--- src/design/decimal_number_tile_render_defines.svh ---
// ----------------------------------------------------------------------------
// Assertion macros for the decimal number tile renderer
// Concurrent checks on clk, disabled while rst_n is low; empty under SYNTH.
// ----------------------------------------------------------------------------
`ifndef DECIMAL_NUMBER_TILE_RENDER_DEFINES_SVH
`define DECIMAL_NUMBER_TILE_RENDER_DEFINES_SVH

`ifndef SYNTH

// antecedent implies consequent in the same cycle
`define DNTR_ASSERT_SAME(lbl, ante, cons) \
  lbl: assert property (@(posedge clk) disable iff (!rst_n) (ante) |-> (cons)) \
    else $error("assertion failed");

// antecedent implies consequent in the next cycle
`define DNTR_ASSERT_NEXT(lbl, ante, cons) \
  lbl: assert property (@(posedge clk) disable iff (!rst_n) (ante) |=> (cons)) \
    else $error("assertion failed");

`else

`define DNTR_ASSERT_SAME(lbl, ante, cons)
`define DNTR_ASSERT_NEXT(lbl, ante, cons)

`endif

`endif

--- src/design/dntr_pkg.sv ---
// ----------------------------------------------------------------------------
// dntr_pkg
// Types and constants of the decimal number tile renderer.
// ----------------------------------------------------------------------------
`default_nettype none

package dntr_pkg;

  localparam int MAX_DIGITS  = 16;
  localparam int VALUE_W     = 32;
  localparam int BCD_DIGITS  = 10;   // decimal digits of a 32-bit value
  localparam int WIDTH_W     = 5;
  localparam int CODE_W      = 8;
  localparam int COL_W       = 6;
  localparam int ROW_W       = 5;
  localparam int POS_W       = $clog2(MAX_DIGITS);
  localparam int CNT_W       = $clog2(VALUE_W);
  localparam int IN_DATA_W   = 56;
  localparam int OUT_DATA_W  = 24;

  localparam logic [CODE_W-1:0] RESET_DIGIT_BASE = 8'd43;

  typedef enum logic [1:0] {
    S_IDLE,
    S_CONV,
    S_PREP,
    S_EMIT
  } state_t;

endpackage

`default_nettype wire

--- src/design/decimal_number_tile_render.sv ---
// ----------------------------------------------------------------------------
// decimal_number_tile_render
// Bit-serial binary to decimal conversion, then one cell write per field position.
// ----------------------------------------------------------------------------
//  channel | dir | payload (low bits first)
//  in_     | in  | tdata: number_value, field_width, pad_code, start_column,
//          |     |        text_row
//  out_    | out | tdata: cell_column, cell_row, tile_code; tlast: last_cell
//  cfg_    | in  | wdata: digit_base, written when cfg_wr_en is high
//
//  An item runs a shift-and-adjust conversion (one value bit per cycle),
//  then a setup state, then one cell write per field position, leftmost
//  column first. No new request is taken while an item is in progress:
//  the next request is taken once the last cell sits in the output
//  register. Output stalls hold the cell sequence. Reset is synchronous
//  and sets digit_base to 43.
// ----------------------------------------------------------------------------
`default_nettype none

`include "decimal_number_tile_render_defines.svh"

module decimal_number_tile_render (
  input  wire logic                               clk,
  input  wire logic                               rst_n,
  input  wire logic                               in_tvalid,
  output      logic                               in_tready,
  // number_value[31:0], field_width[36:32], pad_code[44:37],
  // start_column[50:45], text_row[55:51]
  input  wire logic [dntr_pkg::IN_DATA_W-1:0]     in_tdata,
  output      logic                               out_tvalid,
  input  wire logic                               out_tready,
  // cell_column[5:0], cell_row[10:6], tile_code[18:11], zero fill above
  output      logic [dntr_pkg::OUT_DATA_W-1:0]    out_tdata,
  output      logic                               out_tlast,
  input  wire logic                               cfg_wr_en,
  input  wire logic [dntr_pkg::CODE_W-1:0]        cfg_wdata
);

  dntr_pkg::state_t state_r, state_nxt;

  logic [dntr_pkg::CODE_W-1:0]                   base_r;
  logic [dntr_pkg::VALUE_W-1:0]                  bin_r, bin_nxt;
  logic [dntr_pkg::BCD_DIGITS-1:0][3:0]          bcd_r, bcd_nxt, bcd_adj;
  logic [4*dntr_pkg::BCD_DIGITS-1:0]             bcd_adj_flat;
  logic [dntr_pkg::CNT_W-1:0]                    cnt_r, cnt_nxt;
  logic [dntr_pkg::WIDTH_W-1:0]                  width_r, width_nxt;
  logic [dntr_pkg::CODE_W-1:0]                   pad_r, pad_nxt;
  logic [dntr_pkg::COL_W-1:0]                    col_r, col_nxt;
  logic [dntr_pkg::ROW_W-1:0]                    row_r, row_nxt;
  logic [dntr_pkg::POS_W-1:0]                    pos_r, pos_nxt;
  logic                                          started_r, started_nxt;

  logic                                          out_valid_r, out_valid_nxt;
  logic                                          out_last_r, out_last_nxt;
  logic [dntr_pkg::COL_W-1:0]                    out_col_r, out_col_nxt;
  logic [dntr_pkg::ROW_W-1:0]                    out_row_r, out_row_nxt;
  logic [dntr_pkg::CODE_W-1:0]                   out_code_r, out_code_nxt;

  logic [dntr_pkg::WIDTH_W-1:0]                  in_width;
  logic [dntr_pkg::WIDTH_W-1:0]                  width_clamped;
  logic                                          slot_free;
  logic [3:0]                                    digit;
  logic                                          show;
  logic                                          high_nz;
  logic                                          conv_done;
  logic                                          emit_last;

  assign in_width   = in_tdata[36:32];
  assign slot_free  = !out_valid_r || out_tready;
  assign in_tready  = (state_r == dntr_pkg::S_IDLE);
  assign conv_done  = (state_r == dntr_pkg::S_CONV) &&
                      (cnt_r == dntr_pkg::CNT_W'(dntr_pkg::VALUE_W - 1));
  assign emit_last  = (state_r == dntr_pkg::S_EMIT) && slot_free && (pos_r == '0);

  assign out_tvalid = out_valid_r;
  assign out_tlast  = out_last_r;
  assign out_tdata  = {5'd0, out_code_r, out_row_r, out_col_r};

  always_comb begin
    if (in_width == '0) begin
      width_clamped = dntr_pkg::WIDTH_W'(1);
    end else if (in_width > dntr_pkg::WIDTH_W'(dntr_pkg::MAX_DIGITS)) begin
      width_clamped = dntr_pkg::WIDTH_W'(dntr_pkg::MAX_DIGITS);
    end else begin
      width_clamped = in_width;
    end
  end

  // add 3 to every digit of 5 or more before the shift
  always_comb begin
    for (int j = 0; j < dntr_pkg::BCD_DIGITS; j++) begin
      bcd_adj[j] = (bcd_r[j] >= 4'd5) ? bcd_r[j] + 4'd3 : bcd_r[j];
    end
  end

  assign bcd_adj_flat = bcd_adj;

  // digits dropped by truncation still make leading zeros significant
  always_comb begin
    high_nz = 1'b0;
    for (int j = 0; j < dntr_pkg::BCD_DIGITS; j++) begin
      if ((bcd_r[j] != 4'd0) && (dntr_pkg::WIDTH_W'(j) >= width_r)) begin
        high_nz = 1'b1;
      end
    end
  end

  always_comb begin
    if (pos_r < dntr_pkg::POS_W'(dntr_pkg::BCD_DIGITS)) begin
      digit = bcd_r[pos_r];
    end else begin
      digit = 4'd0;
    end
    show = started_r || (digit != 4'd0) || (pos_r == '0);
  end

  always_comb begin
    state_nxt     = state_r;
    bin_nxt       = bin_r;
    bcd_nxt       = bcd_r;
    cnt_nxt       = cnt_r;
    width_nxt     = width_r;
    pad_nxt       = pad_r;
    col_nxt       = col_r;
    row_nxt       = row_r;
    pos_nxt       = pos_r;
    started_nxt   = started_r;
    out_valid_nxt = out_valid_r;
    out_last_nxt  = out_last_r;
    out_col_nxt   = out_col_r;
    out_row_nxt   = out_row_r;
    out_code_nxt  = out_code_r;

    if (out_tready) begin
      out_valid_nxt = 1'b0;
    end

    case (state_r)
      dntr_pkg::S_IDLE: begin
        if (in_tvalid) begin
          bin_nxt   = in_tdata[31:0];
          width_nxt = width_clamped;
          pad_nxt   = in_tdata[44:37];
          col_nxt   = in_tdata[50:45];
          row_nxt   = in_tdata[55:51];
          bcd_nxt   = '0;
          cnt_nxt   = '0;
          state_nxt = dntr_pkg::S_CONV;
        end
      end
      dntr_pkg::S_CONV: begin
        bcd_nxt = {bcd_adj_flat[4*dntr_pkg::BCD_DIGITS-2:0], bin_r[dntr_pkg::VALUE_W-1]};
        bin_nxt = {bin_r[dntr_pkg::VALUE_W-2:0], 1'b0};
        cnt_nxt = cnt_r + 1'b1;
        if (conv_done) begin
          state_nxt = dntr_pkg::S_PREP;
        end
      end
      dntr_pkg::S_PREP: begin
        started_nxt = high_nz;
        pos_nxt     = dntr_pkg::POS_W'(width_r - 1'b1);
        state_nxt   = dntr_pkg::S_EMIT;
      end
      dntr_pkg::S_EMIT: begin
        if (slot_free) begin
          out_valid_nxt = 1'b1;
          out_last_nxt  = (pos_r == '0);
          out_col_nxt   = col_r;
          out_row_nxt   = row_r;
          out_code_nxt  = show ? base_r + {4'd0, digit} : pad_r;
          started_nxt   = show;
          col_nxt       = col_r + 1'b1;
          pos_nxt       = pos_r - 1'b1;
          if (pos_r == '0) begin
            state_nxt = dntr_pkg::S_IDLE;
          end
        end
      end
      default: begin
        state_nxt = dntr_pkg::S_IDLE;
      end
    endcase
  end

  always_ff @(posedge clk) begin
    if (!rst_n) begin
      state_r     <= dntr_pkg::S_IDLE;
      out_valid_r <= 1'b0;
      base_r      <= dntr_pkg::RESET_DIGIT_BASE;
    end else begin
      state_r     <= state_nxt;
      out_valid_r <= out_valid_nxt;
      if (cfg_wr_en) begin
        base_r <= cfg_wdata;
      end
    end
  end

  always_ff @(posedge clk) begin
    bin_r      <= bin_nxt;
    bcd_r      <= bcd_nxt;
    cnt_r      <= cnt_nxt;
    width_r    <= width_nxt;
    pad_r      <= pad_nxt;
    col_r      <= col_nxt;
    row_r      <= row_nxt;
    pos_r      <= pos_nxt;
    started_r  <= started_nxt;
    out_last_r <= out_last_nxt;
    out_col_r  <= out_col_nxt;
    out_row_r  <= out_row_nxt;
    out_code_r <= out_code_nxt;
  end

  // a request starts a fresh 32-step conversion
  `DNTR_ASSERT_NEXT(a_start_conv, in_tvalid && in_tready, (state_r == dntr_pkg::S_CONV) && (cnt_r == '0))
  // conversion ends after exactly the last value bit
  `DNTR_ASSERT_NEXT(a_conv_done, conv_done, state_r == dntr_pkg::S_PREP)
  // cell position stays inside the field
  `DNTR_ASSERT_SAME(a_pos_range, state_r == dntr_pkg::S_EMIT, {1'b0, pos_r} < width_r)
  // loading the rightmost cell marks it last and frees the input
  `DNTR_ASSERT_NEXT(a_last_cell, emit_last, out_valid_r && out_last_r && in_tready)

endmodule

`default_nettype wire
--- config.mk ---
export PLATFORM = sky130hd
export DESIGN_NAME = decimal_number_tile_render
export DESIGN_NICKNAME = d
export VERILOG_FILES = /design/src/design/dntr_pkg.sv /design/src/design/decimal_number_tile_render.sv
export VERILOG_INCLUDE_DIRS = /design/src /design/src/design
export SDC_FILE = /design/constraint.sdc
export NUM_CORES = 1
export LEC_CHECK = 0
export BUFFER_PORTS_ARGS = -buffer_cell sky130_fd_sc_hd__buf_2
export CELL_PAD_IN_SITES_DETAIL_PLACEMENT = 1
export CELL_PAD_IN_SITES_GLOBAL_PLACEMENT = 2
export CORE_UTILIZATION = 30
export DETAILED_ROUTE_END_ITERATION = 12
export GPL_TIMING_DRIVEN = 0
export PLACE_DENSITY = 0.76
export SYNTH_ARGS = -nofsm -noshare
export SYNTH_HDL_FRONTEND = slang
export SYNTH_SLANG_ARGS = --single-unit
export TNS_END_PERCENT = 10
--- constraint.sdc ---
create_clock -name clk -period 4.2 [get_ports clk]
set_input_delay 1.05 -clock clk [delete_from_list [all_inputs] [get_ports clk]]
set_output_delay 1.05 -clock clk [all_outputs]
set_load 0.02 [all_outputs]
==> qor.csv, run 1 <==
stage,metric,value,unit
outcome,outcome,"finished, final reports clean",
clock_network,later-pin clock latency in the skew report,430,ps
sta,"Slew Viols, Final",0,
sta,Peak Freq,301,MHz
drt,Via density,4.63,
global_route,GRT Overall Usage,0.143,
logic_synthesis,Mapped Area,0.00728,mm^2
sta,setup TNS,0,ps
logic_synthesis,register area share after synthesis,0.550,
sta,final-report hold violation count,0,
drt,final antenna-violating net count,0,
sta,RSZ-0062 raised after global routing,false,
global_route,grt ovf,0,
global_route,initial antenna violation count,0,
sta,Final period util,0.792,
die,die area,0.0249,mm^2
power,Sequential Power Share,0.406,
die,die width,158,um
logic_synthesis,Synth area leader,edfxtp_1,
logic_synthesis,post-synth cell types,54,
drt,detailed-route DRC error count,0,
finish,Layout Nets,813,
finish,Area growth syn-to-layout,19.7,%
drt,Top Metal Used,met4,
placed_design,Cells after DPL,999,
logic_synthesis,Post-synth ARST share,0,
drt,met2 WL,8240,um
clock_network,clock buffer depth,2,
power,Clk pwr share,0.205,
min_path,min-delay src,row_r[0],
die,Ports,96,
power,Max IR drop VDD,0.269,mV
drt,met3 WL,766,um
logic_synthesis,Syn. warnings,0,
drt,via count,4773,
placed_design,gpl congestion,0.795,
logic_synthesis,Commonest cells post-synth,"126 x edfxtp_1, 47 x nand2_1, 44 x ha_1",
placed_design,port buffer count,88,
power,combinational share of power,0.389,
global_route,largest net degree at the start of global routing,51,
sta,hold_ws,428,ps
clock_network,cts hold-fix bufs,0,
setup_path,R2R Setup Slk,880,ps
finish,fillers,2599,
placed_design,post-DP HPWL,12400,um
clock_network,postcts setup bufs,0,
logic_synthesis,Synth top area share,0.520,
die,Starting Density,0.308,
setup_path,r2r endpoint,out_code_r[6],
sta,Clock Skew,7.73,ps
min_path,Hold EP,out_row_r[0],
clock_network,clock buffer count from CTS,17,
setup_path,critical path peak fanout,10,
clock_network,TritonCTS clock tree,built,
power,switch share,0.374,
setup_path,Critical Path End Type,register,
drt,first drt pass iteration count,4,
clock_network,H-tree depth,4,
sta,relative slew slack,0.386,
power,pwr dens,765,mW/mm^2
logic_synthesis,top post-synthesis cells by area,"edfxtp_1 52%, ha_1 7.6%, mux2_2 5.3%",
logic_synthesis,dominant synthesized flop cell,edfxtp_1,
logic_synthesis,Post-synth EDFFs,126,
drt,per-cell routed wire length,16.3,um
setup_path,Worst EP arrival,3510,ps
finish,fin cells,1031,
die,core region area,0.0236,mm^2
setup_path,R2R cell count,14,
min_path,worst hold path depth,0,
placed_design,DP Worst Slack,887,ps
drt,Detailed Route Iter0 Violations,193,
global_route,vias in the first global route,5159,
drt,Met1 Wirelength,7540,um
die,Rows,56,
logic_synthesis,"count leader, synth",edfxtp_1,
power,Net Sw Power,2.49,mW
min_path,worst min path class,reg2reg,
sta,Worst-Margin Slew,922,ps
die,chip height,158,um
clock_network,root buf cell,clkbuf_16,
power,Internal,4.18,mW
job,max_cap viols,0,
logic_synthesis,syn_area_per_cell,12.4,um^2
power,Design Power,6.67,mW
clock_network,post-cts sizing count,0,
sta,Final Critical Period,3320,ps
sta,worst setup margin,875,ps
finish,fraction of layout cells with a size suffix above 1,0.254,
drt,drt total wl,16800,um
logic_synthesis,Cells after Synth,586,
setup_path,Crit Path Category,reg2reg,
logic_synthesis,"FF+latch count, synth",137,
finish,# diodes,0,
global_route,first-pass GRT wire length,26800,um
sta,final setup vio count,0,
setup_path,startpoint types,register,
clock_network,clk slew on worst S/H paths,60,ps
setup_path,Reg-to-Reg Start,pos_r[2],
power,Static Leak,3.42,nW
clock_network,TritonCTS Sinks,137,
setup_path,WP data required,4380,ps
[cell usage in the layout, fill, tap and decap left out, types with 5 or more instances in the layout]
master,count
clkbuf_16,17
clkbuf_1,14
and2_1,27
a21oi_1,22
nor2_1,34
xnor2_1,19
nand3_1,9
edfxtp_1,126
dfxtp_1,11
mux2_4,8
clkinvlp_4,6
nor2b_1,10
inv_1,34
nand2b_1,14
xor2_1,13
nor3b_1,10
conb_1,5
o2111ai_1,6
a21boi_0,10
o21ai_0,23
mux2i_1,20
ha_1,44
buf_4,6
buf_2,91
nand2_1,47
mux2_2,33
[worst max path at each step]
stage               slack (ps)             to        from  cells past startpoint
global route               600  out_code_r[6]    pos_r[2]                     14
detailed placement         890  out_code_r[6]    pos_r[2]                     14
floorplan                 1310  out_code_r[6]    pos_r[0]                     14
CTS                        860  out_code_r[6]    pos_r[2]                     14
finish                     880  out_code_r[6]    pos_r[2]                     14
global placement           660       bin_r[0]  state_r[1]                      5
[metal layers]
layer  vias up  GRT usage
li1       2311          -
met1      2334      0.172
met2       108      0.247
met3        20     0.0356
met4         0     0.0495
met5         -          0
[stage by stage]
| stage | cell area, um^2 | util |
|---|---|---|
| floorplan | 7290 | - |
| global route | 8710 | 0.369 |
| finish | 8710 | 0.369 |
| global placement | 8130 | 0.344 |
| detailed placement | 8180 | 0.346 |
| CTS | 8710 | 0.369 |
[flip-flops by register name (all words and copies together) (netlist names)]
signal	flops
bin_r	32
pos_r	4
row_r	5
out_tlast	1
cnt_r	5
state_r	2
col_r	6
out_code_r	8
bcd_r	40
out_col_r	6
pad_r	8
base_r	8
out_row_r	5
width_r	5
started_r	1
out_tvalid	1
[cell families (layout without fill, tap and decap cells)]
family,count (synthesis),in the layout,synth area share
AND/OR/NAND/NOR,163,163,0.116
flip-flops,137,137,0.550
AO/OA/AOI/OAI,85,85,0.0760
multiplexers,64,64,0.104
buffers and inverters,59,181,0.0361
adder cells (fa/ha/maj),45,45,0.0784
XOR/XNOR,32,32,0.0385
other,1,5,0.000515
[critical path: stages (launching register included)]
cell	delay [ps]
edfxtp_1	460
buf_2	280
nor2_1	140
o211ai_1	130
nand3_1	120
o32ai_1	450
ha_1	250
inv_1	50
fa_1	400
nor2b_1	120
o21ai_0	80
nand2b_1	120
nand3_1	100
xnor2_1	130
mux2_4	250
[area by class of cell]
type / instances / area [um^2] / area share
Sequential cell: 137 / 4000 / 0.460
Multi-Input combinational cell: 394 / 3030 / 0.348
Timing Repair Buffer: 90 / 483 / 0.0554
Clock buffer: 18 / 429 / 0.0493
Tap cell: 319 / 399 / 0.0458
Buffer: 25 / 135 / 0.0155
Inverter: 34 / 128 / 0.0146
Clock inverter: 14 / 103 / 0.0118
[power groups by stage]
stage	clock network (mW)	logic (mW)	registers, mW
floorplan	0	1.91	2.59
global placement	0	2.44	2.72
detailed placement	0	2.64	2.73
CTS	1.40	2.65	2.71
global route	1.45	2.91	2.78
finish	1.37	2.59	2.70
Power figures use the tool's default switching activity.
==> run 2, diff against run 1 <==
--- a/config.mk
+++ b/config.mk
@@ -12,7 +12,7 @@
 export CORE_UTILIZATION = 30
 export DETAILED_ROUTE_END_ITERATION = 12
 export GPL_TIMING_DRIVEN = 0
-export PLACE_DENSITY = 0.76
+export PLACE_DENSITY = 0.78
 export SYNTH_ARGS = -nofsm -noshare
 export SYNTH_HDL_FRONTEND = slang
 export SYNTH_SLANG_ARGS = --single-unit
==> constraint.sdc (replaced) <==
create_clock -name clk -period 2.7 [get_ports clk]
set_input_delay 0.675 -clock clk [delete_from_list [all_inputs] [get_ports clk]]
set_output_delay 0.675 -clock clk [all_outputs]
set_load 0.02 [all_outputs]
==> run 2 against run 1 <==
  * The flow now finishes with violations (setup timing)
  * Critical path depth is the same
  * First-iteration DRC count shrank 9.8%
  * Worst setup slack lost 1300 ps
  * Die area is the same
  * Non-clock buffer count grew 14
  * Flip-flop and latch count is the same
  * Combinational power grew 66%
  * Critical path type unchanged
  * Critical endpoint unchanged
==> qor.csv, run 2 (synthesis gave the netlist of run 1 again) <==
stage,metric,value,unit
outcome,outcome,finished with violations,
outcome,failing checks,setup timing,
sta,final-report hold violation count,0,
drt,Via density,4.56,
die,core region area,0.0236,mm^2
setup_path,CP max-delay cell,edfxtp_1,
power,Static Leak,3.53,nW
power,Internal,6.72,mW
setup_path,Worst EP arrival,3270,ps
power,Sequential Power Share,0.391,
finish,Final Cell Area,0.00893,mm^2
job,max_cap viols,0,
sta,relative slew slack,0.418,
die,chip height,158,um
clock_network,TritonCTS clock tree,built,
finish,max FFs per register,40,
global_route,grt ovf,0,
setup_path,critical path peak fanout,6,
power,pwr dens,1200,mW/mm^2
sta,Final period util,1.15,
clock_network,clk slew on worst S/H paths,60,ps
sta,Worst-Margin Slew,872,ps
setup_path,"slowest stage delay, CP",430,ps
die,die width,158,um
finish,Area growth syn-to-layout,22.7,%
clock_network,later-pin clock latency in the skew report,430,ps
setup_path,crit-path cells,"buf_6, buf_8, o211ai_1, nand3_2, o32ai_4, ha_2, inv_2, fa_2, nor2b_1, o21ai_1, nand2b_1, nand3_1, xnor2_1, mux2_4",
drt,Detailed Route Iter0 Violations,174,
clock_network,clock buffer depth,2,
finish,fraction of layout cells with a size suffix above 1,0.284,
global_route,largest net degree at the start of global routing,50,
sta,worst setup margin,-396,ps
clock_network,clock buffer count from CTS,17,
drt,detailed-route DRC error count,0,
setup_path,WP depth,14,
finish,Biggest register,bcd_r,
die,Rows,56,
sta,"Slew Viols, Final",0,
drt,drt total wl,16700,um
power,switch share,0.372,
min_path,worst min path class,reg2reg,
finish,final core occ,0.378,
sta,Final Critical Period,3100,ps
setup_path,Critical Path End Type,register,
setup_path,R2R cell count,14,
power,combinational share of power,0.401,
clock_network,H-tree depth,4,
die,Ports,96,
min_path,worst hold path depth,0,
setup_path,top cell family by delay on the critical path,compound AO/OA/AOI/OAI gates,
sta,final setup vio count,6,
drt,final antenna-violating net count,0,
die,Starting Density,0.308,
finish,most frequent cells in the layout,"126 x edfxtp_1, 90 x buf_2, 47 x nand2_1, 43 x ha_1",
sta,Clock Skew,12.3,ps
die,die area,0.0249,mm^2
setup_path,WP data required,2870,ps
placed_design,gpl congestion,0.746,
setup_path,Crit path buffers/inverters,3,
sta,RSZ-0062 raised after global routing,true,
global_route,GRT Overall Usage,0.141,
clock_network,root buf cell,clkbuf_16,
placed_design,post-DP HPWL,12000,um
drt,per-cell routed wire length,16.0,um
sta,Peak Freq,323,MHz
setup_path,startpoint types,register,
finish,Layout Nets,827,
power,Clk pwr share,0.208,
global_route,vias in the first global route,4959,
global_route,initial antenna violation count,1,
drt,via count,4760,
setup_path,Crit Path Category,reg2reg,
finish,biggest regs,"bcd_r: 40 flops, bin_r: 32 flops",
finish,"commonest non-fill, non-tap cell in the layout",edfxtp_1,
global_route,first-pass GRT wire length,26400,um
power,Max IR drop VDD,0.424,mV
clock_network,TritonCTS Sinks,137,
drt,first drt pass iteration count,4,
clock_network,cts hold-fix bufs,0,
placed_design,port buffer count,88,
finish,# diodes,0,
placed_design,Post-DP Area,0.00820,mm^2
power,Net Sw Power,3.98,mW
-- run 2: final cells by class --
type,instances,area [um^2]
Fill cell,2590,14700
Sequential cell,137,4000
Multi-Input combinational cell,394,3090
Timing Repair Buffer,104,604
Clock buffer,17,425
Tap cell,319,399
Buffer,25,145
Clock inverter,15,130
Inverter,34,128
-- run 2: timing repair --
| item | in CTS | in global routing |
|---|---|---|
| pin swaps | 4 | 10 |
| resized for setup | 10 | 6 |
| endpoints found under the setup margin | 7 | 56 |
| setup buffers | 5 | 9 |
-- run 2: metal layers --
| layer | routed length, um | global-route usage |
|---|---|---|
| met1 | 7730 | 0.179 |
| met2 | 7760 | 0.230 |
| met3 | 867 | 0.0381 |
| met4 | 300 | 0.0532 |
| met5 | 13 | 0 |
-- run 2: stage by stage --
step           cells  power [mW]  setup TNS (ps)  hold slack [ps]  setup slack (ps)
6_report        1045        10.7           -1420              414              -396
5_1_grt         1045        11.5           -6880              405              -546
4_1_cts         1036        10.7           -1710              405              -446
3_5_place_dp     999        8.32           -2400              406              -559
3_3_place_gp     997        8.16          -69600              401              -788
2_1_floorplan    590        7.03            -196              400             -85.7
-- run 2: worst paths after layout --
kind              endpoint  slack, ps      from
min           out_row_r[2]        410  row_r[2]
max          out_code_r[6]       -400  pos_r[0]
max reg2reg  out_code_r[6]       -400  pos_r[0]
min reg2reg   out_row_r[2]        410  row_r[2]
-- run 2: power groups by stage --
stage | Clock (mW) | Sequential [mW] | Combinational, mW
finish | 2.22 | 4.18 | 4.29
global route | 2.35 | 4.31 | 4.86
CTS | 2.28 | 4.20 | 4.26
detailed placement | 0 | 4.24 | 4.09
global placement | 0 | 4.25 | 3.91
floorplan | 0 | 4.03 | 3.00
==> run 3, diff against run 2 <==
--- a/config.mk
+++ b/config.mk
@@ -6,13 +6,13 @@
 export SDC_FILE = /design/constraint.sdc
 export NUM_CORES = 1
 export LEC_CHECK = 0
-export BUFFER_PORTS_ARGS = -buffer_cell sky130_fd_sc_hd__buf_2
+export BUFFER_PORTS_ARGS = -buffer_cell sky130_fd_sc_hd__buf_4
 export CELL_PAD_IN_SITES_DETAIL_PLACEMENT = 1
 export CELL_PAD_IN_SITES_GLOBAL_PLACEMENT = 2
 export CORE_UTILIZATION = 30
 export DETAILED_ROUTE_END_ITERATION = 12
 export GPL_TIMING_DRIVEN = 0
-export PLACE_DENSITY = 0.78
+export PLACE_DENSITY = 0.75
 export SYNTH_ARGS = -nofsm -noshare
 export SYNTH_HDL_FRONTEND = slang
 export SYNTH_SLANG_ARGS = --single-unit
==> constraint.sdc (replaced) <==
create_clock -name clk -period 3.34 [get_ports clk]
set_input_delay 0.835 -clock clk [delete_from_list [all_inputs] [get_ports clk]]
set_output_delay 0.835 -clock clk [all_outputs]
set_load 0.02 [all_outputs]
==> run 3 against run 2 <==
  * The flow now finishes without violations
  * Hold slack better by 6.9 ps
  * Critical path type unchanged
  * Sequential power down 19%
  * Largest power group unchanged
  * Die area unchanged
==> qor.csv, run 3 (synthesis gave the netlist of run 1 again) <==
stage,metric,value,unit
global_route,initial antenna violation count,0,
clock_network,clock buffer depth,2,
drt,final antenna-violating net count,0,
placed_design,post-DP HPWL,12300,um
global_route,first-pass GRT wire length,27000,um
die,die area,0.0249,mm^2
job,max_cap viols,0,
clock_network,later-pin clock latency in the skew report,420,ps
drt,detailed-route DRC error count,0,
global_route,GRT Overall Usage,0.144,
global_route,grt ovf,0,
die,die width,158,um
die,Ports,96,
clock_network,H-tree depth,4,
die,Rows,56,
finish,Final Cell Area,0.00904,mm^2
drt,Detailed Route Iter0 Violations,177,
setup_path,crit-path cells,"buf_6, buf_4, o211ai_1, nand3_1, o32ai_4, ha_2, inv_1, fa_2, nor2b_1, o21ai_0, nand2b_1, nand3_1, xnor2_1, mux2_4",
drt,via count,4768,
finish,Biggest register,bcd_r,
setup_path,Critical Path End Type,register,
setup_path,Crit path buffers/inverters,3,
sta,Final Critical Period,3190,ps
finish,most frequent cells in the layout,"126 x edfxtp_1, 101 x buf_4, 47 x nand2_1, 43 x ha_1, 34 x inv_1",
clock_network,TritonCTS clock tree,built,
global_route,vias in the first global route,5110,
finish,fraction of layout cells with a size suffix above 1,0.267,
drt,met2 WL,8420,um
sta,"Slew Viols, Final",0,
placed_design,gpl congestion,0.792,
clock_network,clock buffer count from CTS,17,
drt,Top Metal Used,met4,
sta,Final period util,0.956,
sta,worst setup margin,146,ps
setup_path,top cell family by delay on the critical path,compound AO/OA/AOI/OAI gates,
setup_path,Worst path most repeated cell,nand3_1,
setup_path,startpoint types,register,
setup_path,Crit Path Category,reg2reg,
power,Static Leak,3.55,nW
drt,met3 WL,799,um
global_route,largest net degree at the start of global routing,56,
min_path,worst min path class,reg2reg,
placed_design,Post-DP Area,0.00840,mm^2
drt,Via density,4.59,
finish,# diodes,0,
setup_path,Worst EP arrival,3360,ps
die,Starting Density,0.308,
outcome,outcome,"finished, final reports clean",
sta,setup TNS,0,ps
sta,final setup vio count,0,
clock_network,TritonCTS Sinks,137,
setup_path,CP max-delay cell,edfxtp_1,
die,core region area,0.0236,mm^2
clock_network,cts hold-fix bufs,0,
drt,drt total wl,17000,um
placed_design,port buffer count,88,
drt,Met1 Wirelength,7600,um
power,pwr dens,951,mW/mm^2
drt,first drt pass iteration count,4,
finish,max FFs per register,40,
setup_path,WP data required,3510,ps
sta,relative slew slack,0.405,
power,Max IR drop VDD,0.414,mV
sta,Clock Skew,7.71,ps
clock_network,root buf cell,clkbuf_16,
finish,Layout Nets,820,
finish,biggest regs,"bcd_r: 40 flops, bin_r: 32 flops",
setup_path,"slowest stage delay, CP",440,ps
sta,Peak Freq,313,MHz
placed_design,DP Worst Slack,-79.3,ps
finish,"commonest non-fill, non-tap cell in the layout",edfxtp_1,
clock_network,clk slew on worst S/H paths,60,ps
drt,per-cell routed wire length,16.4,um
die,chip height,158,um
sta,final-report hold violation count,0,
finish,Area growth syn-to-layout,24.2,%
setup_path,critical path peak fanout,10,
sta,Worst-Margin Slew,892,ps
==> run 3: cell types whose count changed in the layout (fill, tap and decap cells not counted), sizes merged <==
cell / delta
clkbuf: +3
bufinv: +1
inv: -5
buf: -8
clkinvlp: +2
==> run 3: per-stage QoR <==
stage                      util  power [mW]  hold WS (ps)  std cells
final                     0.383        8.59           421       1038
after global routing      0.383        9.23           429       1038
after CTS                 0.380        8.64           421       1031
after detailed placement  0.356        6.77           406        999
after global placement    0.354        6.55           403        997
after floorplan               -        5.66           400        590
==> run 3: final timing paths <==
kind | startpoint | to | slack [ps] | depth (start not counted)
hold / removal | row_r[0] | out_row_r[0] | 420 | 0
hold reg to reg | row_r[0] | out_row_r[0] | 420 | 0
setup reg to reg | pos_r[0] | out_code_r[6] | 150 | 14
setup / recovery | pos_r[0] | out_code_r[6] | 150 | 14
==> run 3: area by class of cell <==
cell class / count / area (um^2)
Fill cell: 2577 / 14600
Tap cell: 319 / 399
Clock inverter: 13 / 121
Sequential cell: 137 / 4000
Inverter: 34 / 128
Buffer: 25 / 138
Multi-Input combinational cell: 394 / 3060
Clock buffer: 19 / 433
Timing Repair Buffer: 97 / 756
==> run 3: worst register-to-register path, cell delays in order, from the launching register on <==
cell and delay [ps]:
edfxtp_1 440, buf_6 170, buf_4 170, o211ai_1 220, nand3_1 170, o32ai_4 350
ha_2 230, inv_1 50, fa_2 340, nor2b_1 110, o21ai_0 80, nand2b_1 100
nand3_1 90, xnor2_1 150, mux2_4 260
==> run 3: report_power, final <==
group | internal [mW] | switching (mW) | total [mW]
registers | 2.86 | 0.532 | 3.39
logic | 1.56 | 1.85 | 3.40
clock network | 1.03 | 0.767 | 1.80
==> run 3: per-layer routing <==
| layer | vias to the layer above | global-route usage |
|---|---|---|
| li1 | 2326 | - |
| met1 | 2319 | 0.174 |
| met2 | 111 | 0.252 |
| met3 | 12 | 0.0334 |
| met4 | 0 | 0.0430 |
| met5 | - | 0 |
==> run 3: repair_timing <==
| action | CTS | global route |
|---|---|---|
| cloned | 0 | 0 |
| setup buffers | 0 | 7 |
| gates resized for setup | 1 | 6 |
| setup endpoints to repair | 1 | 3 |
| pin swaps | 0 | 4 |
